`src/wcs_pkg.sv`:
```
// ----------------------------------------------------------------------------
// wcs_pkg
// Shared types, codes and program step tables of the wash cycle sequencer.
// ----------------------------------------------------------------------------
package wcs_pkg;

    // Request codes carried in tuser
    localparam logic [1:0] REQ_TICK    = 2'd0;
    localparam logic [1:0] REQ_ARM     = 2'd1;
    localparam logic [1:0] REQ_CONFIRM = 2'd2;

    // Reply codes
    localparam logic [1:0] REPLY_IDLE    = 2'd0;
    localparam logic [1:0] REPLY_ARMED   = 2'd1;
    localparam logic [1:0] REPLY_RUNNING = 2'd2;
    localparam logic [1:0] REPLY_DONE    = 2'd3;

    // Configuration register indexes
    localparam logic [1:0] REG_DRAIN_TAIL = 2'd0;
    localparam logic [1:0] REG_ALARM      = 2'd1;
    localparam logic [1:0] REG_SPM        = 2'd2;

    // Step code: kind in [6:4], minutes in [3:0]
    localparam logic [2:0] KIND_AGIT  = 3'd1;
    localparam logic [2:0] KIND_SOAK  = 3'd2;
    localparam logic [2:0] KIND_DRAIN = 3'd3;
    localparam logic [2:0] KIND_FILL  = 3'd4;

    localparam int NUM_PROGS   = 6;
    localparam int TABLE_STEPS = 16;

    localparam logic [4:0] PROG_LEN [0:NUM_PROGS-1] = '{5'd16, 5'd8, 5'd4, 5'd1, 5'd1, 5'd2};

    localparam logic [6:0] PROG_STEPS [0:NUM_PROGS-1][0:TABLE_STEPS-1] = '{
        '{7'h14, 7'h25, 7'h13, 7'h24, 7'h12, 7'h24, 7'h12, 7'h30,
          7'h13, 7'h24, 7'h12, 7'h30, 7'h12, 7'h24, 7'h12, 7'h30},
        '{7'h12, 7'h24, 7'h12, 7'h30, 7'h12, 7'h23, 7'h11, 7'h30,
          7'h00, 7'h00, 7'h00, 7'h00, 7'h00, 7'h00, 7'h00, 7'h00},
        '{7'h11, 7'h21, 7'h11, 7'h30, 7'h00, 7'h00, 7'h00, 7'h00,
          7'h00, 7'h00, 7'h00, 7'h00, 7'h00, 7'h00, 7'h00, 7'h00},
        '{7'h30, 7'h00, 7'h00, 7'h00, 7'h00, 7'h00, 7'h00, 7'h00,
          7'h00, 7'h00, 7'h00, 7'h00, 7'h00, 7'h00, 7'h00, 7'h00},
        '{7'h40, 7'h00, 7'h00, 7'h00, 7'h00, 7'h00, 7'h00, 7'h00,
          7'h00, 7'h00, 7'h00, 7'h00, 7'h00, 7'h00, 7'h00, 7'h00},
        '{7'h11, 7'h30, 7'h00, 7'h00, 7'h00, 7'h00, 7'h00, 7'h00,
          7'h00, 7'h00, 7'h00, 7'h00, 7'h00, 7'h00, 7'h00, 7'h00}
    };

    // Step count of a program; unknown programs have none
    function automatic logic [4:0] prog_len(input logic [2:0] prog);
        logic [4:0] len;
        len = 5'd0;
        if (prog < 3'(NUM_PROGS))
        begin
            len = PROG_LEN[prog];
        end
        return len;
    endfunction

    // Step code of a program step; zero outside the table
    function automatic logic [6:0] prog_step(input logic [2:0] prog, input logic [4:0] idx);
        logic [6:0] code;
        code = 7'd0;
        if ((prog < 3'(NUM_PROGS)) && !idx[4])
        begin
            code = PROG_STEPS[prog][idx[3:0]];
        end
        return code;
    endfunction

    typedef struct packed {
        logic [1:0] req_type;
        logic [2:0] program_code;
        logic [1:0] fill_level;
        logic       sensor_high;
        logic       sensor_mid;
        logic       sensor_low;
    } req_t;

    typedef struct packed {
        logic       water_on;
        logic       motor_on;
        logic       drain_on;
        logic       alarm_on;
        logic [1:0] reply_code;
        logic [3:0] step_number;
    } res_t;

    typedef struct packed {
        logic [7:0] drain_tail_seconds;
        logic [7:0] alarm_seconds;
        logic [5:0] seconds_per_minute;
    } cfg_t;

endpackage

```
`src/wcs_ctrl.sv`:
```
// ----------------------------------------------------------------------------
// wcs_ctrl
// Sequencer state and next-state logic; one item handled per enabled cycle.
// ----------------------------------------------------------------------------
module wcs_ctrl #(
    parameter int MAX_STEPS  = 16,
    parameter int TIMER_BITS = 9
) (
    input  logic           clk,
    input  logic           rst_n,
    input  logic           advance,
    input  wcs_pkg::req_t  req,
    input  wcs_pkg::cfg_t  cfg,
    output wcs_pkg::res_t  res
);

    localparam logic [2:0] PH_IDLE       = 3'd0;
    localparam logic [2:0] PH_FILL       = 3'd1;
    localparam logic [2:0] PH_TIMED      = 3'd2;
    localparam logic [2:0] PH_DRAIN_WAIT = 3'd3;
    localparam logic [2:0] PH_DRAIN_TAIL = 3'd4;
    localparam logic [2:0] PH_ALARM      = 3'd5;

    localparam int PW = (TIMER_BITS > 10) ? TIMER_BITS : 10;
    localparam logic [TIMER_BITS-1:0] TIMER_MAX = {TIMER_BITS{1'b1}};
    localparam logic [5:0] MAX_STEPS_W = 6'(MAX_STEPS);

    logic [2:0]            phase_reg, phase_next;
    logic                  armed_reg, armed_next;
    logic [2:0]            program_reg, program_next;
    logic [1:0]            level_reg, level_next;
    logic [4:0]            step_reg, step_next;
    logic [TIMER_BITS-1:0] time_reg, time_next;

    logic [6:0]            cur_code;
    logic [6:0]            enter_code;
    logic [6:0]            new_code;
    logic                  do_enter;
    logic                  finished;
    logic                  sens;
    logic                  expired;
    logic [TIMER_BITS-1:0] time_dec;
    logic [9:0]            minute_prod;
    logic [PW-1:0]         minute_wide;
    logic [TIMER_BITS-1:0] minute_time;

    assign cur_code    = wcs_pkg::prog_step(program_reg, step_reg);
    assign minute_prod = 10'(cur_code[3:0]) * 10'(cfg.seconds_per_minute);
    assign minute_wide = PW'(minute_prod);
    assign minute_time = (minute_wide > PW'(TIMER_MAX)) ? TIMER_MAX
                                                        : minute_wide[TIMER_BITS-1:0];

    // Span ends when at most one tick is left
    assign expired  = (time_reg <= TIMER_BITS'(1));
    assign time_dec = expired ? '0 : time_reg - TIMER_BITS'(1);

    always_comb
    begin
        case (level_reg)
            2'd0:    sens = req.sensor_high;
            2'd1:    sens = req.sensor_mid;
            default: sens = req.sensor_low;
        endcase
    end

    always_comb
    begin
        phase_next   = phase_reg;
        armed_next   = armed_reg;
        program_next = program_reg;
        level_next   = level_reg;
        step_next    = step_reg;
        time_next    = time_reg;
        do_enter     = 1'b0;
        finished     = 1'b0;

        if (phase_reg == PH_IDLE)
        begin
            if (req.req_type == wcs_pkg::REQ_ARM)
            begin
                armed_next = 1'b1;
            end
            else if ((req.req_type == wcs_pkg::REQ_CONFIRM) && armed_reg)
            begin
                armed_next   = 1'b0;
                program_next = req.program_code;
                level_next   = req.fill_level;
                step_next    = '0;
                time_next    = '0;
                do_enter     = 1'b1;
            end
        end
        else if (req.req_type == wcs_pkg::REQ_TICK)
        begin
            case (phase_reg)
                PH_FILL:
                begin
                    if (!sens)
                    begin
                        if (cur_code[6:4] == wcs_pkg::KIND_FILL)
                        begin
                            step_next = step_reg + 5'd1;
                            do_enter  = 1'b1;
                        end
                        else
                        begin
                            phase_next = PH_TIMED;
                            time_next  = minute_time;
                        end
                    end
                end
                PH_TIMED, PH_DRAIN_TAIL:
                begin
                    time_next = time_dec;
                    if (expired)
                    begin
                        step_next = step_reg + 5'd1;
                        do_enter  = 1'b1;
                    end
                end
                PH_DRAIN_WAIT:
                begin
                    if (req.sensor_low)
                    begin
                        phase_next = PH_DRAIN_TAIL;
                        time_next  = TIMER_BITS'(cfg.drain_tail_seconds);
                    end
                end
                PH_ALARM:
                begin
                    time_next = time_dec;
                    if (expired)
                    begin
                        phase_next = PH_IDLE;
                        step_next  = '0;
                        finished   = 1'b1;
                    end
                end
                default:
                begin
                    phase_next = PH_IDLE;
                end
            endcase
        end

        enter_code = wcs_pkg::prog_step(program_next, step_next);

        // Entry: past end -> alarm, drain step -> drain wait, else fill
        if (do_enter)
        begin
            if ((step_next >= wcs_pkg::prog_len(program_next))
                || ({1'b0, step_next} >= MAX_STEPS_W))
            begin
                phase_next = PH_ALARM;
                time_next  = TIMER_BITS'(cfg.alarm_seconds);
            end
            else if (enter_code[6:4] == wcs_pkg::KIND_DRAIN)
            begin
                phase_next = PH_DRAIN_WAIT;
            end
            else
            begin
                phase_next = PH_FILL;
            end
        end
    end

    assign new_code   = enter_code;

    always_comb
    begin
        res.water_on    = (phase_next == PH_FILL);
        res.motor_on    = (phase_next == PH_TIMED) && (new_code[6:4] == wcs_pkg::KIND_AGIT);
        res.drain_on    = (phase_next == PH_DRAIN_WAIT) || (phase_next == PH_DRAIN_TAIL);
        res.alarm_on    = (phase_next == PH_ALARM);
        res.step_number = ((phase_next == PH_IDLE) || (phase_next == PH_ALARM))
                          ? 4'd0 : step_next[3:0];
        if (finished)
        begin
            res.reply_code = wcs_pkg::REPLY_DONE;
        end
        else if (phase_next != PH_IDLE)
        begin
            res.reply_code = wcs_pkg::REPLY_RUNNING;
        end
        else if (armed_next)
        begin
            res.reply_code = wcs_pkg::REPLY_ARMED;
        end
        else
        begin
            res.reply_code = wcs_pkg::REPLY_IDLE;
        end
    end

    always_ff @(posedge clk or negedge rst_n)
    begin
        if (!rst_n)
        begin
            phase_reg   <= PH_IDLE;
            armed_reg   <= 1'b0;
            program_reg <= '0;
            level_reg   <= '0;
            step_reg    <= '0;
            time_reg    <= '0;
        end
        else if (advance)
        begin
            phase_reg   <= phase_next;
            armed_reg   <= armed_next;
            program_reg <= program_next;
            level_reg   <= level_next;
            step_reg    <= step_next;
            time_reg    <= time_next;
        end
    end

endmodule

```
`src/wash_cycle_sequencer.sv`:
```
// ----------------------------------------------------------------------------
// wash_cycle_sequencer
// Wash-tank program sequencer with stream ports and an APB register port.
// ----------------------------------------------------------------------------
// Path: an accepted item passes the input register, then the result
//   register, before its result shows at m_axis.
// Throughput: one item per cycle unless m_axis stalls; the next-state logic
//   between the input register and the result register is a single pass.
// Reset (rst_n low, async): sequencer idle and unarmed, pipeline empty,
//   registers at drain tail 40, alarm 10, seconds per minute 60.
// ----------------------------------------------------------------------------
module wash_cycle_sequencer #(
    parameter int MAX_STEPS  = 16,
    parameter int TIMER_BITS = 9
) (
    input  logic        clk,
    input  logic        rst_n,
    // Input items
    input  logic        s_axis_tvalid,
    output logic        s_axis_tready,
    input  logic [7:0]  s_axis_tdata,   // program_code[2:0], fill_level[4:3],
                                        // sensor_high[5], sensor_mid[6], sensor_low[7]
    input  logic [1:0]  s_axis_tuser,   // req_type[1:0]
    // Result items
    output logic        m_axis_tvalid,
    input  logic        m_axis_tready,
    output logic [15:0] m_axis_tdata,   // water_on[0], motor_on[1], drain_on[2],
                                        // alarm_on[3], reply_code[5:4],
                                        // step_number[9:6], zeros above
    // Configuration
    input  logic        psel,
    input  logic        penable,
    input  logic        pwrite,
    input  logic [3:0]  paddr,
    input  logic [31:0] pwdata,
    output logic [31:0] prdata,
    output logic        pready
);

    // Register file
    logic [7:0] drain_tail_reg;
    logic [7:0] alarm_reg;
    logic [5:0] spm_reg;
    logic       cfg_write;
    wcs_pkg::cfg_t cfg;

    // Pipeline
    logic          in_valid_reg;
    wcs_pkg::req_t in_item_reg;
    logic          out_valid_reg;
    wcs_pkg::res_t out_item_reg;
    wcs_pkg::res_t step_res;
    logic          advance;
    logic          in_take;

    // ------------------------------------------------------------------
    // APB registers; word index in paddr[3:2], always ready
    // ------------------------------------------------------------------
    assign pready    = 1'b1;
    assign cfg_write = psel && penable && pwrite;

    always_ff @(posedge clk or negedge rst_n)
    begin
        if (!rst_n)
        begin
            drain_tail_reg <= 8'd40;
            alarm_reg      <= 8'd10;
            spm_reg        <= 6'd60;
        end
        else if (cfg_write)
        begin
            case (paddr[3:2])
                wcs_pkg::REG_DRAIN_TAIL: drain_tail_reg <= pwdata[7:0];
                wcs_pkg::REG_ALARM:      alarm_reg      <= pwdata[7:0];
                wcs_pkg::REG_SPM:        spm_reg        <= pwdata[5:0];
                default:                 ;  // unmapped word, write dropped
            endcase
        end
    end

    always_comb
    begin
        case (paddr[3:2])
            wcs_pkg::REG_DRAIN_TAIL: prdata = {24'd0, drain_tail_reg};
            wcs_pkg::REG_ALARM:      prdata = {24'd0, alarm_reg};
            wcs_pkg::REG_SPM:        prdata = {26'd0, spm_reg};
            default:                 prdata = 32'd0;
        endcase
    end

    assign cfg.drain_tail_seconds = drain_tail_reg;
    assign cfg.alarm_seconds      = alarm_reg;
    assign cfg.seconds_per_minute = spm_reg;

    // ------------------------------------------------------------------
    // Handshake: the held item moves into the result register whenever
    // that register is empty or being drained this cycle. The input
    // side refills in the same cycle, so items stream back to back.
    // ------------------------------------------------------------------
    assign advance       = in_valid_reg && (!out_valid_reg || m_axis_tready);
    assign s_axis_tready = !in_valid_reg || advance;
    assign in_take       = s_axis_tvalid && s_axis_tready;

    always_ff @(posedge clk or negedge rst_n)
    begin
        if (!rst_n)
        begin
            in_valid_reg  <= 1'b0;
            out_valid_reg <= 1'b0;
        end
        else
        begin
            in_valid_reg  <= in_take || (in_valid_reg && !advance);
            out_valid_reg <= advance || (out_valid_reg && !m_axis_tready);
        end
    end

    // Payload registers, no reset
    always_ff @(posedge clk)
    begin
        if (in_take)
        begin
            in_item_reg.req_type     <= s_axis_tuser;
            in_item_reg.program_code <= s_axis_tdata[2:0];
            in_item_reg.fill_level   <= s_axis_tdata[4:3];
            in_item_reg.sensor_high  <= s_axis_tdata[5];
            in_item_reg.sensor_mid   <= s_axis_tdata[6];
            in_item_reg.sensor_low   <= s_axis_tdata[7];
        end
        if (advance)
        begin
            out_item_reg <= step_res;
        end
    end

    // ------------------------------------------------------------------
    // Sequencer: state commits only when the item moves forward
    // ------------------------------------------------------------------
    wcs_ctrl #(
        .MAX_STEPS  (MAX_STEPS),
        .TIMER_BITS (TIMER_BITS)
    ) u_ctrl (
        .clk     (clk),
        .rst_n   (rst_n),
        .advance (advance),
        .req     (in_item_reg),
        .cfg     (cfg),
        .res     (step_res)
    );

    assign m_axis_tvalid = out_valid_reg;
    assign m_axis_tdata  = {6'd0,
                            out_item_reg.step_number,
                            out_item_reg.reply_code,
                            out_item_reg.alarm_on,
                            out_item_reg.drain_on,
                            out_item_reg.motor_on,
                            out_item_reg.water_on};

endmodule
```
`config.mk`:
```
export PLATFORM = sky130hd
export DESIGN_NAME = wash_cycle_sequencer
export DESIGN_NICKNAME = d
export VERILOG_FILES = /design/src/wcs_pkg.sv /design/src/wcs_ctrl.sv /design/src/wash_cycle_sequencer.sv
export SDC_FILE = /design/constraint.sdc
export NUM_CORES = 1
export LEC_CHECK = 0
export BUFFER_PORTS_ARGS = -buffer_cell sky130_fd_sc_hd__buf_2
export CORE_MARGIN = 8
export CORE_UTILIZATION = 45
export CTS_CLUSTER_DIAMETER = 120
export CTS_CLUSTER_SIZE = 20
export DETAILED_ROUTE_END_ITERATION = 6
export PLACE_DENSITY_LB_ADDON = 0.3
export SYNTH_ARGS = -nofsm -noshare
export SYNTH_HDL_FRONTEND = slang
export SYNTH_SLANG_ARGS = --single-unit
```
`constraint.sdc`:
```
create_clock -name clk -period 4.4 [get_ports clk]
set_clock_uncertainty 0.1 [all_clocks]
set_input_delay 0.22 -clock clk [delete_from_list [all_inputs] [get_ports clk]]
set_output_delay 0.22 -clock clk [all_outputs]
set_load 0.1 [all_outputs]
```
==> qor.yml <==
final_layout:
  area_growth_pct: 19.05
  final_layout_size_suffix_gt1_share_pct: 26.55
  num_antenna_cells: 0
  stdcell_count: 821
  nets: 762
synth:
  synth_top_family_by_area: "compound AO/OA/AOI/OAI gates"
  synthDistinctLibCells: 79
  synth_edf_count: 20
  async_reset_ff_share_pct: 70.15
  synth_area_leaders: "dfrtp_1 (19%), edfxtp_1 (11%), ha_1 (7.6%)"
  yosys_warnings: 0
  yosys_most_used_dff: "dfrtp_1"
  synth-seq-cells: 67
  synth_compound_area_share_pct: 19.43
  ys_seq_area_share_pct: 33.93
  synth_top_area_cell: "dfrtp_1"
  syn-cell-area_um2: 5266
  synth_simple_gate_area_share_pct: 19.27
  synth-xor-area-share_pct: 1.829
  synth_top_area_share_pct: 18.53
  synth_cells: 581
  synth_area_per_cell_um2: 9.064
  yosys-mux-area-fraction_pct: 7.413
  synth_adder_area_share_pct: 9.123
critical_path:
  critical_path_class: "reg2reg"
  crit_required_ns: 4.40
  reg2regPathDepth: 17
  rr_startpoint: "u_ctrl.time_reg[6]"
  setup.worst_path.start: "u_ctrl.time_reg[6]"
  r2r_slack_ns: 0.15
  path_max_fanout: 4
  regToRegEndpoint: "m_axis_tdata[0]"
  start_kind: "flop"
  end_kind: "flop"
  worstPathArrival_ns: 4.25
clocking:
  cts_tree: "done"
  cts.clk_slew.worst_paths_ns: 0.06
  clk_path_buf_depth: 2
  postCtsSetupRepairBufs: 0
  htreeDepth: 3
  clk_latency_ns: 0.34
  clkSinkCount: 67
  cts.root.buffer_cell: "clkbuf_16"
  cts-buffers-inserted: 9
power_and_ir_drop:
  p_leak_nw: 2.811
  pwr-share-seq_pct: 23.3
  switching_share_pct: 46.50
  p_comb_share_pct: 57.9
  power_density_nw_per_um2: 638.7
  ir_worst_vdd_v: 0.0003101
  p_clk_share_pct: 18.8
  power.internal_mw: 2.142
  p_sw_mw: 1.862
placed_design:
  placement.io_buffers: 46
  pre_cts_ws_ns: -0.06123
  dp.cells: 793
  gp_congestion: 0.8907
  place_hpwl_um: 10580
die:
  die_h_um: 124.2
  die_x_um: 124.2
  rows: 39
  start_util_pct: 46.12
  io_pins: 104
  core_area_um2: 11420
  dieArea_um2: 15420
timing:
  finalSetupViolCount: 0
  fmax_mhz: 235.6
  drv_slew: 0
  whs_ns: 0.01737
  slew_headroom_pct: 29.25
  fin_crit_sh_pct: 96.49
  period_minus_slack_ns: 4.245
  finalHoldViolations: 0
  finalWorstSetupSlack_ns: 0.1546
  worst_pin_slew_ns: 1.059
  tns_ns: 0
route:
  first_pass_iters: 5
  vias: 4573
  wire_per_inst_um: 16.70
  drt_iter0_markers: 314
  drc_errors: 0
  ant_nets: 0
  routed_wl_um: 13710
  viasPerCell: 5.570
hold_path:
  whs_path_depth: 3
  hold_end: "spm_reg[1]"
  min_from: "pwdata[1]"
  hp-class: "in2reg"
grt:
  gr-total-overflow: 0
  grt_max_degree: 48
  grt_pass1_vias: 4562
  grt_pass1_wl_um: 22160
  track_usage_pct: 18.11
  antenna_found_initial: 0
job:
  max-cap-violations: 0
run_status:
  status: "finished clean"
-- Yosys cell counts, types with 4 or more instances --
library cell,n
ha_1,32
nor3_1,13
a21boi_0,4
o31ai_1,6
xor2_1,4
o21ai_0,45
nor2_1,43
and3_1,8
o21a_1,5
nand2b_1,10
fa_1,4
a21oi_1,23
nand2_1,59
dfstp_2,8
nand3_1,17
xnor2_1,7
nor2b_1,7
a211oi_1,4
a21o_1,6
and2_1,5
dfrtp_1,39
buf_6,5
nor4_1,8
mux2_2,24
mux2i_1,12
a31oi_1,8
clkbuf_1,10
inv_1,28
buf_4,31
a22oi_1,6
edfxtp_1,20
-- final cells by class --
class | instances | area [um^2]
clock inverters | 7 | 80.08
multi-input cells | 461 | 3193
repair buffers | 102 | 680.7
flip-flops and latches | 67 | 1789
inverters | 32 | 122.6
clock buffers | 9 | 225.2
fillers | 1019 | 5149
well taps | 143 | 178.9
-- placed cells by master (no fill, tap or decap), drive strengths merged, types with 7 or more instances in the layout --
| cell | count |
|---|---|
| nor3 | 13 |
| a31oi | 9 |
| mux2i | 12 |
| nor2 | 45 |
| dlygate4sd3 | 12 |
| mux2 | 24 |
| buf | 90 |
| o21ai | 48 |
| a21oi | 23 |
| nand2 | 59 |
| dfstp | 8 |
| nand2b | 10 |
| and3 | 9 |
| inv | 37 |
| edfxtp | 20 |
| nor4 | 10 |
| xnor2 | 7 |
| nor2b | 7 |
| conb | 31 |
| nand3 | 18 |
| dfrtp | 39 |
| ha | 32 |
| clkbuf | 9 |
-- power by group through the flow --
stage | combinational [mW] | sequential (mW) | clock [mW]
3_5_place_dp | 2.19 | 0.933 | 0
2_1_floorplan | 1.57 | 1.01 | 0
4_1_cts | 2.22 | 0.923 | 0.766
6_report | 2.32 | 0.933 | 0.753
3_3_place_gp | 2.15 | 0.922 | 0
5_1_grt | 2.55 | 0.949 | 0.799
-- routing by layer --
| layer | up-vias | wire [um] | GRT usage (%) |
|---|---|---|---|
| li1 | 2224 | - | - |
| met1 | 2184 | 6170 | 23.66 |
| met2 | 150 | 6446 | 29.25 |
| met3 | 15 | 851 | 3.490 |
| met4 | 0 | 244 | 6.543 |
| met5 | - | 0 | 0 |
-- metrics by stage --
| step | cell area, um^2 | power (mW) | utilization (%) |
|---|---|---|---|
| 2_1_floorplan | 5375 | 2.583 | - |
| 3_3_place_gp | 5771 | 3.071 | 50.54 |
| 3_5_place_dp | 5771 | 3.125 | 50.54 |
| 4_1_cts | 6196 | 3.909 | 54.26 |
| 5_1_grt | 6270 | 4.298 | 54.91 |
| 6_report | 6270 | 4.005 | 54.91 |
-- critical path, cell delays in order, from the launching register on --
cell and delay (ns):
dfrtp_1 0.45, nor4_4 0.34, and3_2 0.28, inv_4 0.04, ha_1 0.29, nand2b_1 0.06, a32o_1 0.25, a31oi_1 0.18
o22ai_2 0.11, inv_1 0.09, ha_1 0.22, nand2b_1 0.15, a211oi_1 0.29, o31ai_2 0.15, or3_1 0.33, nor4b_2 0.29
a31oi_2 0.18, and3_1 0.19
-- what timing repair did --
| action | CTS | global route |
|---|---|---|
| hold buffers | 12 | 0 |
| endpoints found under the hold margin | 50 | 0 |
| setup endpoints to repair | 2 | 17 |
| pin swaps | 0 | 3 |
| gates resized for setup | 2 | 23 |
| gates cloned | 0 | 0 |
-- how the worst max path moves through the flow --
stage / end / slack, ns / depth (start not counted)
3_5_place_dp: u_ctrl.time_reg[7] / -0.06 / 19
5_1_grt: u_ctrl.time_reg[8] / -0.02 / 20
6_report: m_axis_tdata[0] / 0.15 / 17
3_3_place_gp: u_ctrl.time_reg[8] / 0.01 / 18
2_1_floorplan: m_axis_tdata[4] / 0.25 / 16
4_1_cts: u_ctrl.time_reg[7] / 0.04 / 19
-- cells by family after synthesis --
logic type | after synthesis
AO/OA/AOI/OAI | 148
XOR/XNOR | 11
adder cells (fa/ha/maj) | 36
buffers and inverters | 82
flip-flops | 67
multiplexers | 36
other | 2
AND/OR/NAND/NOR | 199
No activity file was read; power rests on OpenSTA's default activity.
